===== src/hdl/pp_pkg.sv =====
`default_nettype none

package pp_pkg;

    localparam int MAX_ACCEPTORS = 16;
    localparam int ADDR_W        = 4;

    localparam logic FUNC_PROPOSE  = 1'b0;
    localparam logic FUNC_RESPONSE = 1'b1;

    localparam logic [1:0] REG_FIRST_NUMBER   = 2'd0;
    localparam logic [1:0] REG_NUMBER_STEP    = 2'd1;
    localparam logic [1:0] REG_ACCEPTOR_COUNT = 2'd2;

    typedef enum logic [1:0] {
        KIND_PREPARE = 2'd0,
        KIND_ACCEPT  = 2'd1,
        KIND_FAILED  = 2'd2
    } kind_t;

    typedef struct packed {
        logic               func;
        logic signed [31:0] proposed_value;
        logic               prepare_ok;
        logic               had_accepted;
        logic [31:0]        prior_number;
        logic signed [31:0] prior_value;
    } cmd_t;

    typedef struct packed {
        logic [31:0] first_number;
        logic [31:0] number_step;
        logic [4:0]  acceptor_count;
        logic        load_first;
    } cfg_t;

    // one or more result beats, targets counting up from target_base
    typedef struct packed {
        logic               valid;
        kind_t              kind;
        logic [3:0]         target_base;
        logic [4:0]         beats;
        logic [31:0]        round_number;
        logic signed [31:0] value;
    } burst_t;

endpackage

`default_nettype wire


===== src/hdl/pp_in_if.sv =====
`default_nettype none

interface pp_in_if;
    logic               valid;
    logic               ready;
    logic               func;
    logic signed [31:0] proposed_value;
    logic               prepare_ok;
    logic               had_accepted;
    logic [31:0]        prior_number;
    logic signed [31:0] prior_value;

    modport source (
        output valid, func, proposed_value, prepare_ok, had_accepted,
               prior_number, prior_value,
        input  ready
    );

    modport sink (
        input  valid, func, proposed_value, prepare_ok, had_accepted,
               prior_number, prior_value,
        output ready
    );
endinterface

`default_nettype wire


===== src/hdl/pp_out_if.sv =====
`default_nettype none

interface pp_out_if;
    logic               valid;
    logic               ready;
    logic [1:0]         message_kind;
    logic [3:0]         target_acceptor;
    logic [31:0]        round_number;
    logic signed [31:0] chosen_value;
    logic               last;

    modport source (
        output valid, message_kind, target_acceptor, round_number, chosen_value, last,
        input  ready
    );

    modport sink (
        input  valid, message_kind, target_acceptor, round_number, chosen_value, last,
        output ready
    );
endinterface

`default_nettype wire


===== src/hdl/pp_round.sv =====
`default_nettype none

module pp_round (
    input  wire logic           clk,
    input  wire logic           rst_n,
    input  wire logic           take,
    input  wire pp_pkg::cmd_t   cmd,
    input  wire pp_pkg::cfg_t   cfg,
    output pp_pkg::burst_t      burst
);
    import pp_pkg::*;

    logic [31:0]        next_number_reg, next_number_next;
    logic [31:0]        active_number_reg, active_number_next;
    logic               busy_reg, busy_next;
    logic [3:0]         answers_seen_reg, answers_seen_next;
    logic               best_valid_reg, best_valid_next;
    logic [31:0]        best_number_reg, best_number_next;
    logic signed [31:0] best_value_reg, best_value_next;
    logic signed [31:0] own_value_reg, own_value_next;

    logic [4:0]         count_sat;
    logic [4:0]         majority;
    logic               best_take;
    logic [3:0]         answers_inc;

    always_comb
    begin
        count_sat = (32'(cfg.acceptor_count) > MAX_ACCEPTORS) ? 5'(MAX_ACCEPTORS)
                                                              : cfg.acceptor_count;
        majority  = {1'b0, count_sat[4:1]} + 5'd1;
    end

    assign best_take   = cmd.had_accepted &&
                         (!best_valid_reg || (cmd.prior_number > best_number_reg));
    assign answers_inc = answers_seen_reg + 4'd1;

    always_comb
    begin
        next_number_next   = next_number_reg;
        active_number_next = active_number_reg;
        busy_next          = busy_reg;
        answers_seen_next  = answers_seen_reg;
        best_valid_next    = best_valid_reg;
        best_number_next   = best_number_reg;
        best_value_next    = best_value_reg;
        own_value_next     = own_value_reg;

        burst.valid        = 1'b0;
        burst.kind         = KIND_PREPARE;
        burst.target_base  = 4'd0;
        burst.beats        = 5'd1;
        burst.round_number = active_number_reg;
        burst.value        = 32'sd0;

        if (take)
        begin
            if (cmd.func == FUNC_PROPOSE)
            begin
                active_number_next = next_number_reg;
                next_number_next   = next_number_reg + cfg.number_step;
                own_value_next     = cmd.proposed_value;
                busy_next          = 1'b1;
                answers_seen_next  = 4'd0;
                best_valid_next    = 1'b0;
                best_number_next   = 32'd0;
                best_value_next    = 32'sd0;
                burst.valid        = 1'b1;
                burst.round_number = next_number_reg;
            end
            else if (busy_reg)
            begin
                burst.valid = 1'b1;
                if (!cmd.prepare_ok)
                begin
                    busy_next         = 1'b0;
                    burst.kind        = KIND_FAILED;
                    burst.target_base = answers_seen_reg;
                end
                else
                begin
                    if (best_take)
                    begin
                        best_valid_next  = 1'b1;
                        best_number_next = cmd.prior_number;
                        best_value_next  = cmd.prior_value;
                    end
                    answers_seen_next = answers_inc;
                    if ({1'b0, answers_inc} < majority)
                    begin
                        burst.target_base = answers_inc;
                    end
                    else
                    begin
                        busy_next   = 1'b0;
                        burst.kind  = KIND_ACCEPT;
                        burst.beats = majority;
                        burst.value = best_take      ? cmd.prior_value :
                                      best_valid_reg ? best_value_reg  : own_value_reg;
                    end
                end
            end
        end
        else if (cfg.load_first)
        begin
            next_number_next = cfg.first_number;
        end
    end

    always_ff @(posedge clk or negedge rst_n)
    begin
        if (!rst_n)
        begin
            next_number_reg   <= 32'd0;
            active_number_reg <= 32'd0;
            busy_reg          <= 1'b0;
            answers_seen_reg  <= 4'd0;
            best_valid_reg    <= 1'b0;
            best_number_reg   <= 32'd0;
            best_value_reg    <= 32'sd0;
            own_value_reg     <= 32'sd0;
        end
        else
        begin
            next_number_reg   <= next_number_next;
            active_number_reg <= active_number_next;
            busy_reg          <= busy_next;
            answers_seen_reg  <= answers_seen_next;
            best_valid_reg    <= best_valid_next;
            best_number_reg   <= best_number_next;
            best_value_reg    <= best_value_next;
            own_value_reg     <= own_value_next;
        end
    end

endmodule

`default_nettype wire


===== src/hdl/paxos_proposer.sv =====
// Channel  Dir  Beat
// cmd      in   propose (func 0) or prepare response (func 1)
// msg      out  prepare request, accept request or round failure
// apb      cfg  first_number @0x0, number_step @0x4, acceptor_count @0x8
//
// One cmd beat per cycle; the round update is done in the accepting cycle.
// Each cmd beat yields zero or one msg beat, except the accept burst, which
// yields majority beats from the output register's beat counter, one per cycle
// while msg is ready; cmd is held off until the last beat of a burst leaves.
// rst_n is asynchronous; no start-up sweep, cmd ready from the first edge after release.
// A stalled msg keeps cmd ready low only once the output register is full.
`default_nettype none

module paxos_proposer (
    input  wire logic                   clk,
    input  wire logic                   rst_n,
    input  wire logic                   psel,
    input  wire logic                   penable,
    input  wire logic                   pwrite,
    input  wire logic [pp_pkg::ADDR_W-1:0] paddr,
    input  wire logic [31:0]            pwdata,
    output logic [31:0]                 prdata,
    output logic                        pready,
    pp_in_if.sink                       cmd,
    pp_out_if.source                    msg
);
    import pp_pkg::*;

    logic [31:0]        first_number_reg;
    logic [31:0]        number_step_reg;
    logic [4:0]         acceptor_count_reg;
    logic               cfg_wr;
    logic [1:0]         reg_sel;

    cmd_t               cmd_beat;
    cfg_t               cfg;
    burst_t             burst;
    logic               take;

    logic               out_valid_reg;
    logic [4:0]         idx_reg;
    logic [4:0]         beats_reg;
    logic [3:0]         base_reg;
    kind_t              kind_reg;
    logic [31:0]        round_reg;
    logic signed [31:0] value_reg;
    logic               out_last;
    logic               out_fire;

    assign pready  = 1'b1;
    assign cfg_wr  = psel && penable && pwrite;
    assign reg_sel = paddr[3:2];

    always_ff @(posedge clk or negedge rst_n)
    begin
        if (!rst_n)
        begin
            first_number_reg   <= 32'd0;
            number_step_reg    <= 32'd1;
            acceptor_count_reg <= 5'd3;
        end
        else if (cfg_wr)
        begin
            unique case (reg_sel)
                REG_FIRST_NUMBER:   first_number_reg   <= pwdata;
                REG_NUMBER_STEP:    number_step_reg    <= pwdata;
                REG_ACCEPTOR_COUNT: acceptor_count_reg <= pwdata[4:0];
                default: ;
            endcase
        end
    end

    always_comb
    begin
        unique case (reg_sel)
            REG_FIRST_NUMBER:   prdata = first_number_reg;
            REG_NUMBER_STEP:    prdata = number_step_reg;
            REG_ACCEPTOR_COUNT: prdata = {27'd0, acceptor_count_reg};
            default:            prdata = 32'd0;
        endcase
    end

    assign cfg.first_number   = pwdata;
    assign cfg.number_step    = number_step_reg;
    assign cfg.acceptor_count = acceptor_count_reg;
    assign cfg.load_first     = cfg_wr && (reg_sel == REG_FIRST_NUMBER);

    assign cmd_beat.func           = cmd.func;
    assign cmd_beat.proposed_value = cmd.proposed_value;
    assign cmd_beat.prepare_ok     = cmd.prepare_ok;
    assign cmd_beat.had_accepted   = cmd.had_accepted;
    assign cmd_beat.prior_number   = cmd.prior_number;
    assign cmd_beat.prior_value    = cmd.prior_value;

    assign out_last  = (idx_reg + 5'd1) == beats_reg;
    assign out_fire  = out_valid_reg && msg.ready;
    assign cmd.ready = !out_valid_reg || (msg.ready && out_last);
    assign take      = cmd.valid && cmd.ready;

    pp_round u_round (
        .clk   (clk),
        .rst_n (rst_n),
        .take  (take),
        .cmd   (cmd_beat),
        .cfg   (cfg),
        .burst (burst)
    );

    always_ff @(posedge clk or negedge rst_n)
    begin
        if (!rst_n)
        begin
            out_valid_reg <= 1'b0;
            idx_reg       <= 5'd0;
        end
        else if (take && burst.valid)
        begin
            out_valid_reg <= 1'b1;
            idx_reg       <= 5'd0;
        end
        else if (out_fire)
        begin
            if (out_last)
                out_valid_reg <= 1'b0;
            else
                idx_reg <= idx_reg + 5'd1;
        end
    end

    always_ff @(posedge clk)
    begin
        if (take && burst.valid)
        begin
            beats_reg <= burst.beats;
            base_reg  <= burst.target_base;
            kind_reg  <= burst.kind;
            round_reg <= burst.round_number;
            value_reg <= burst.value;
        end
    end

    assign msg.valid           = out_valid_reg;
    assign msg.message_kind    = kind_reg;
    assign msg.target_acceptor = base_reg + idx_reg[3:0];
    assign msg.round_number    = round_reg;
    assign msg.chosen_value    = value_reg;
    assign msg.last            = out_last;

endmodule

`default_nettype wire


===== src/flat_wrapper.sv =====
// flat-port wrapper written by rule: the top's interface ports become plain ports
module paxos_proposer_flat import pp_pkg::*;
  (clk, rst_n, psel, penable, pwrite, paddr, pwdata, prdata, pready, cmd_valid, cmd_func, cmd_proposed_value, cmd_prepare_ok, cmd_had_accepted, cmd_prior_number, cmd_prior_value, cmd_ready, msg_valid, msg_message_kind, msg_target_acceptor, msg_round_number, msg_chosen_value, msg_last, msg_ready);
  pp_in_if cmd_i ();
  pp_out_if msg_i ();
  input  wire logic clk;
  input  wire logic rst_n;
  input  wire logic psel;
  input  wire logic penable;
  input  wire logic pwrite;
  input  wire logic [pp_pkg::ADDR_W-1:0] paddr;
  input  wire logic [31:0] pwdata;
  output logic [31:0] prdata;
  output logic pready;
  input wire logic [$bits(cmd_i.valid)-1:0] cmd_valid;
  input wire logic [$bits(cmd_i.func)-1:0] cmd_func;
  input wire logic [$bits(cmd_i.proposed_value)-1:0] cmd_proposed_value;
  input wire logic [$bits(cmd_i.prepare_ok)-1:0] cmd_prepare_ok;
  input wire logic [$bits(cmd_i.had_accepted)-1:0] cmd_had_accepted;
  input wire logic [$bits(cmd_i.prior_number)-1:0] cmd_prior_number;
  input wire logic [$bits(cmd_i.prior_value)-1:0] cmd_prior_value;
  output wire logic [$bits(cmd_i.ready)-1:0] cmd_ready;
  output wire logic [$bits(msg_i.valid)-1:0] msg_valid;
  output wire logic [$bits(msg_i.message_kind)-1:0] msg_message_kind;
  output wire logic [$bits(msg_i.target_acceptor)-1:0] msg_target_acceptor;
  output wire logic [$bits(msg_i.round_number)-1:0] msg_round_number;
  output wire logic [$bits(msg_i.chosen_value)-1:0] msg_chosen_value;
  output wire logic [$bits(msg_i.last)-1:0] msg_last;
  input wire logic [$bits(msg_i.ready)-1:0] msg_ready;
  assign cmd_i.valid = cmd_valid;
  assign cmd_i.func = cmd_func;
  assign cmd_i.proposed_value = cmd_proposed_value;
  assign cmd_i.prepare_ok = cmd_prepare_ok;
  assign cmd_i.had_accepted = cmd_had_accepted;
  assign cmd_i.prior_number = cmd_prior_number;
  assign cmd_i.prior_value = cmd_prior_value;
  assign cmd_ready = cmd_i.ready;
  assign msg_valid = msg_i.valid;
  assign msg_message_kind = msg_i.message_kind;
  assign msg_target_acceptor = msg_i.target_acceptor;
  assign msg_round_number = msg_i.round_number;
  assign msg_chosen_value = msg_i.chosen_value;
  assign msg_last = msg_i.last;
  assign msg_i.ready = msg_ready;
  paxos_proposer u_core (.clk(clk), .rst_n(rst_n), .psel(psel), .penable(penable), .pwrite(pwrite), .paddr(paddr), .pwdata(pwdata), .prdata(prdata), .pready(pready), .cmd(cmd_i), .msg(msg_i));
endmodule

===== config.mk =====
export PLATFORM = sky130hd
export DESIGN_NAME = paxos_proposer_flat
export DESIGN_NICKNAME = d
export VERILOG_FILES = /design/src/hdl/pp_pkg.sv /design/src/hdl/pp_in_if.sv /design/src/hdl/pp_out_if.sv /design/src/hdl/pp_round.sv /design/src/hdl/paxos_proposer.sv /design/src/flat_wrapper.sv
export SDC_FILE = /design/constraint.sdc
export NUM_CORES = 1
export LEC_CHECK = 0
export BUFFER_PORTS_ARGS = -buffer_cell sky130_fd_sc_hd__buf_2
export CORE_AREA = 3 3 193 195
export CTS_BUF_LIST = sky130_fd_sc_hd__clkbuf_2
export CTS_CLUSTER_DIAMETER = 40
export CTS_CLUSTER_SIZE = 12
export DETAILED_ROUTE_END_ITERATION = 8
export DIE_AREA = 0 0 196 198
export SYNTH_ARGS = -nofsm -noshare
export SYNTH_HDL_FRONTEND = slang
export SYNTH_SLANG_ARGS = --single-unit
export TNS_END_PERCENT = 50

===== constraint.sdc =====
create_clock -name clk -period 6.9 [get_ports clk]
set_clock_uncertainty 0.2 [all_clocks]
set_input_delay 0.69 -clock clk [delete_from_list [all_inputs] [get_ports clk]]
set_output_delay 0.69 -clock clk [all_outputs]
set_load 0.005 [all_outputs]

==> impl_metrics.toml <==
[outcome]
run_status = "complete, no violations"

[timing]
setup_tns_ns = 0
minimum_clock_period_ns = 3.93
max_freq_mhz = 254
timing.final.max_slew_violations = 0
timing.slew.headroom_pct = 26.0
final_min_period_over_clock_period_pct = 57.0
setup_repair_after_global_routing_missed_its_margin = "no"
tightestPinTransition_ns = 1.11
fin_hold_ws_ns = 0.125
report.final.setup_viol = 0
total_count_of_hold_check_failures_in_the_final_report = 0

[drt]
via_count = 12325
total_wirelength_mm = 42.1
antenna_violating_nets_post_route = 0
vias_per_cell = 5.29
dr.pass1.iters = 5
wl_per_cell_microns = 18.1
drt_iter0_drc = 617
drcViolationCount = 0

[yosys]
synthesized_flop_and_latch_total = 316
postSynth.topFlopCell = "sky130_fd_sc_hd__dfrtp_1"
synthesis.area_sq_um = 15700
syn-instance-count = 1457
synth_cell_types = 69
share_of_the_yosys_chip_area_belonging_to_registers_pct = 52.8
ys_async_sr_fraction_pct = 76.3
ys.warnings.count = 0
avgSynthCellArea_sq_um = 10.8
synth_edf_count = 75
synth_fp_nets = 1673

[placement]
finalWeightedCongestion = 0.883
placement.io_buffers = 244
placedCellCount = 2100
dp.final_hpwl_mm = 26.1

[cts]
clkSlewWorstSetupHoldPaths_ns = 0.19
clock_tree.buffer_depth = 3
tritoncts = "done"
cts_buffers = 49
postCtsSetupRepairBufs = 0
post_cts_resized = 0
h-tree-depth = 2
clk_latency_ns = 1.01
cts-root-buf = "sky130_fd_sc_hd__clkbuf_2"
cts_sinks = 316

[global_routing]
grt_util_met1_pct = 29.0
busiest_layer = "met2"
grt_start_max_net_pins = 125
globalRouteTotalUtil_pct = 21.4
initial_antenna_violation_count = 4
grt_pass1_wl_mm = 67.1
met2_usage_pct = 35.0
first_global_vias = 12515
grt-ovfl-total = 0
grt_util_met3_pct = 4.58

[worst_setup_path]
r2r_cells = 9
worst-setup-path-type = "reg -> reg"
ff2ff_setup_slack_ns = 2.97
critical_path.startpoint_type = "flop"
end_kind = "flop"
arrival_worst_endpoint_ns = 4.66
worst_r2r_endpoint = "u_core.u_round.next_number_reg[28]"
path_max_fanout = 28
r2r_start = "u_core.idx_reg[0]"
crit_required_ns = 7.63

[finish]
finish.net_count = 2038
drive_gt1_share_pct = 23.8
final_cells = 2329
area_growth_syn_to_layout_pct = 22.3

[power_and_ir_drop]
p_switching_w = 0.00254
power_share_of_the_clock_group_pct = 16.7
comb_power_share_pct = 39.5
total_leakage_power_nw = 8.94
net_sw_share_pct = 38.9
internal_power_contribution_w = 0.00398
seqPwrFrac_pct = 43.8
power.density_cell_area_nw_per_um2 = 339
vdd.ir_drop.worst_mv = 0.159

[floorplanning]
num_rows = 69
num_io_pins = 248
floorplan.die.height_microns = 198
floorplan.die_area_sq_um = 38800
initial_core_util_pct = 44.2
design.core.area_sq_um = 35600
die-width_microns = 196

[hold_path]
worst_hold_path_type = "in -> async"

[flow_run]
max_cap_violations = 0
==> synthesized netlist by cell type (3+ instances only) <==
| cell type | n | area [sq um] |
|---|---|---|
| sky130_fd_sc_hd__buf_6 | 3 | 33.8 |
| sky130_fd_sc_hd__mux2i_1 | 70 | 701 |
| sky130_fd_sc_hd__inv_1 | 57 | 214 |
| sky130_fd_sc_hd__and3_1 | 10 | 62.6 |
| sky130_fd_sc_hd__o22ai_1 | 4 | 25.0 |
| sky130_fd_sc_hd__a21o_1 | 25 | 188 |
| sky130_fd_sc_hd__nand2_1 | 254 | 953 |
| sky130_fd_sc_hd__or3_1 | 3 | 18.8 |
| sky130_fd_sc_hd__edfxtp_1 | 75 | 2250 |
| sky130_fd_sc_hd__o21ai_0 | 51 | 255 |
| sky130_fd_sc_hd__mux2_2 | 69 | 777 |
| sky130_fd_sc_hd__nor2_1 | 108 | 405 |
| sky130_fd_sc_hd__buf_1 | 5 | 18.8 |
| sky130_fd_sc_hd__a31oi_1 | 11 | 68.8 |
| sky130_fd_sc_hd__nor3_1 | 9 | 45.0 |
| sky130_fd_sc_hd__nor2b_1 | 15 | 93.8 |
| sky130_fd_sc_hd__ha_1 | 72 | 901 |
| sky130_fd_sc_hd__a211oi_2 | 7 | 87.6 |
| sky130_fd_sc_hd__buf_4 | 3 | 22.5 |
| sky130_fd_sc_hd__dfstp_2 | 3 | 78.8 |
| sky130_fd_sc_hd__buf_2 | 15 | 75.1 |
| sky130_fd_sc_hd__nand4_1 | 9 | 56.3 |
| sky130_fd_sc_hd__a22oi_1 | 9 | 67.6 |
| sky130_fd_sc_hd__a21oi_1 | 55 | 275 |
| sky130_fd_sc_hd__xnor2_1 | 26 | 228 |
| sky130_fd_sc_hd__nand3_1 | 21 | 105 |
| sky130_fd_sc_hd__o2111ai_1 | 3 | 26.3 |
| sky130_fd_sc_hd__nor3b_1 | 4 | 30.0 |
| sky130_fd_sc_hd__nand2b_1 | 3 | 18.8 |
| sky130_fd_sc_hd__a2111oi_0 | 3 | 26.3 |
| sky130_fd_sc_hd__a211oi_1 | 31 | 233 |
| sky130_fd_sc_hd__o211ai_1 | 7 | 52.6 |
| sky130_fd_sc_hd__clkbuf_1 | 50 | 188 |
| sky130_fd_sc_hd__dfrtp_1 | 238 | 5960 |
| sky130_fd_sc_hd__o21a_1 | 4 | 30.0 |
| sky130_fd_sc_hd__and4_1 | 4 | 35.0 |
| sky130_fd_sc_hd__a22o_1 | 64 | 561 |
| sky130_fd_sc_hd__xor2_1 | 14 | 123 |
| sky130_fd_sc_hd__a221oi_1 | 4 | 35.0 |
==> power by group through the flow <==
stage / clock (W) / combinational [W] / sequential (W)
after global routing: 0.00121 / 0.00291 / 0.00292
after detailed placement: 0 / 0.00251 / 0.00289
after global placement: 0 / 0.00247 / 0.00287
after CTS: 0.00114 / 0.00259 / 0.00285
final: 0.00109 / 0.00258 / 0.00285
after floorplan: 0 / 0.00186 / 0.00281
==> critical path, stage by stage, from the launching register on <==
cell and delay (ns):
sky130_fd_sc_hd__dfrtp_1 0.48, sky130_fd_sc_hd__ha_1 0.28, sky130_fd_sc_hd__o311ai_1 0.61, sky130_fd_sc_hd__a31oi_4 0.33, sky130_fd_sc_hd__buf_4 0.34, sky130_fd_sc_hd__and2_1 0.39
sky130_fd_sc_hd__nor2_2 0.64, sky130_fd_sc_hd__buf_4 0.35, sky130_fd_sc_hd__a21oi_1 0.06, sky130_fd_sc_hd__o22ai_1 0.15
==> cell type report <==
cell class | count | area [sq um]
antenna | 5 | 12.5
clock buffer | 66 | 330
clock inverter | 26 | 190
fill | 3127 | 16400
inverter | 57 | 214
multi-input combinational | 1008 | 6920
sequential | 316 | 8290
tap | 461 | 577
timing repair buffer | 390 | 2670
==> timing repair <==
action / CTS / global route
setup endpoints to repair: 0 / 0
endpoints found under the hold margin: 373 / 0
hold buffers: 132 / 0
==> metrics by stage <==
| stage | total power [W] | area [sq um] | utilization [%] | setup slack [ns] |
|---|---|---|---|---|
| after floorplan | 0.00467 | 15700 | - | 0.767 |
| after global placement | 0.00534 | 17400 | 48.8 | 2.73 |
| after detailed placement | 0.00540 | 17400 | 48.8 | 2.70 |
| after CTS | 0.00657 | 19200 | 54.0 | 2.94 |
| after global routing | 0.00704 | 19200 | 54.0 | 2.63 |
| final | 0.00652 | 19200 | 54.0 | 2.97 |
==> cells by family after synthesis <==
family	share of synthesized area (%)
adders and majority gates	5.99
other	0.0478
buffers and inverters	3.51
xor gates and xnor gates	2.33
muxes	9.41
AOI/OAI and AO/OA	13.6
and+or+nand+nor	12.3
DFF	52.8
==> how the worst max path moves through the flow <==
stage                          from                                  to  slack (ns)  cells after the start
6_report          u_core.idx_reg[0]  u_core.u_round.next_number_reg[28]        2.97                      9
5_1_grt           u_core.idx_reg[0]  u_core.u_round.next_number_reg[31]        2.63                      9
4_1_cts           u_core.idx_reg[0]  u_core.u_round.next_number_reg[31]        2.94                      9
3_5_place_dp   cmd_prior_number[27]    u_core.u_round.best_value_reg[5]        2.70                     10
3_3_place_gp   cmd_prior_number[17]    u_core.u_round.best_value_reg[9]        2.73                     11
2_1_floorplan     u_core.idx_reg[0]                  u_core.base_reg[0]        0.77                      5
==> metal layers <==
metal  share of wire [%]  vias up  wire, microns
met5               0.017        -              7
met4                 2.5        2           1060
met1                  45     5929          19000
met2                  46      368          19500
li1                    -     5937              -
met3                 6.1       89           2570
==> cell usage in the layout, fill, tap and decap left out, drive strengths merged, types with 4 or more instances in the layout <==
cell         synthesis  routed
nand2              254     254
mux2i               70      70
mux2                69      69
clkbuf              50      66
nor3                 9       9
a22oi                9       9
nor3b                4       4
xor2                15      15
nor2               109     109
o21ai               53      53
xnor2               26      26
edfxtp              75      75
a221oi               4       4
inv                 57      64
diode                0       5
buf                 26     258
nor2b               15      15
clkinvlp             0       4
a21o                25      25
o211ai               7       7
nand3               22      22
clkinv               0      14
ha                  72      72
o22ai                4       4
a31oi               12      12
a22o                64      64
a211oi              38      38
o21a                 4       4
nand4                9       9
and3                10      10
and4                 4       4
a21oi               55      55
dfrtp              238     238
dlygate4sd3          0     132
Note: power is estimated with default switching activity, not from simulation.
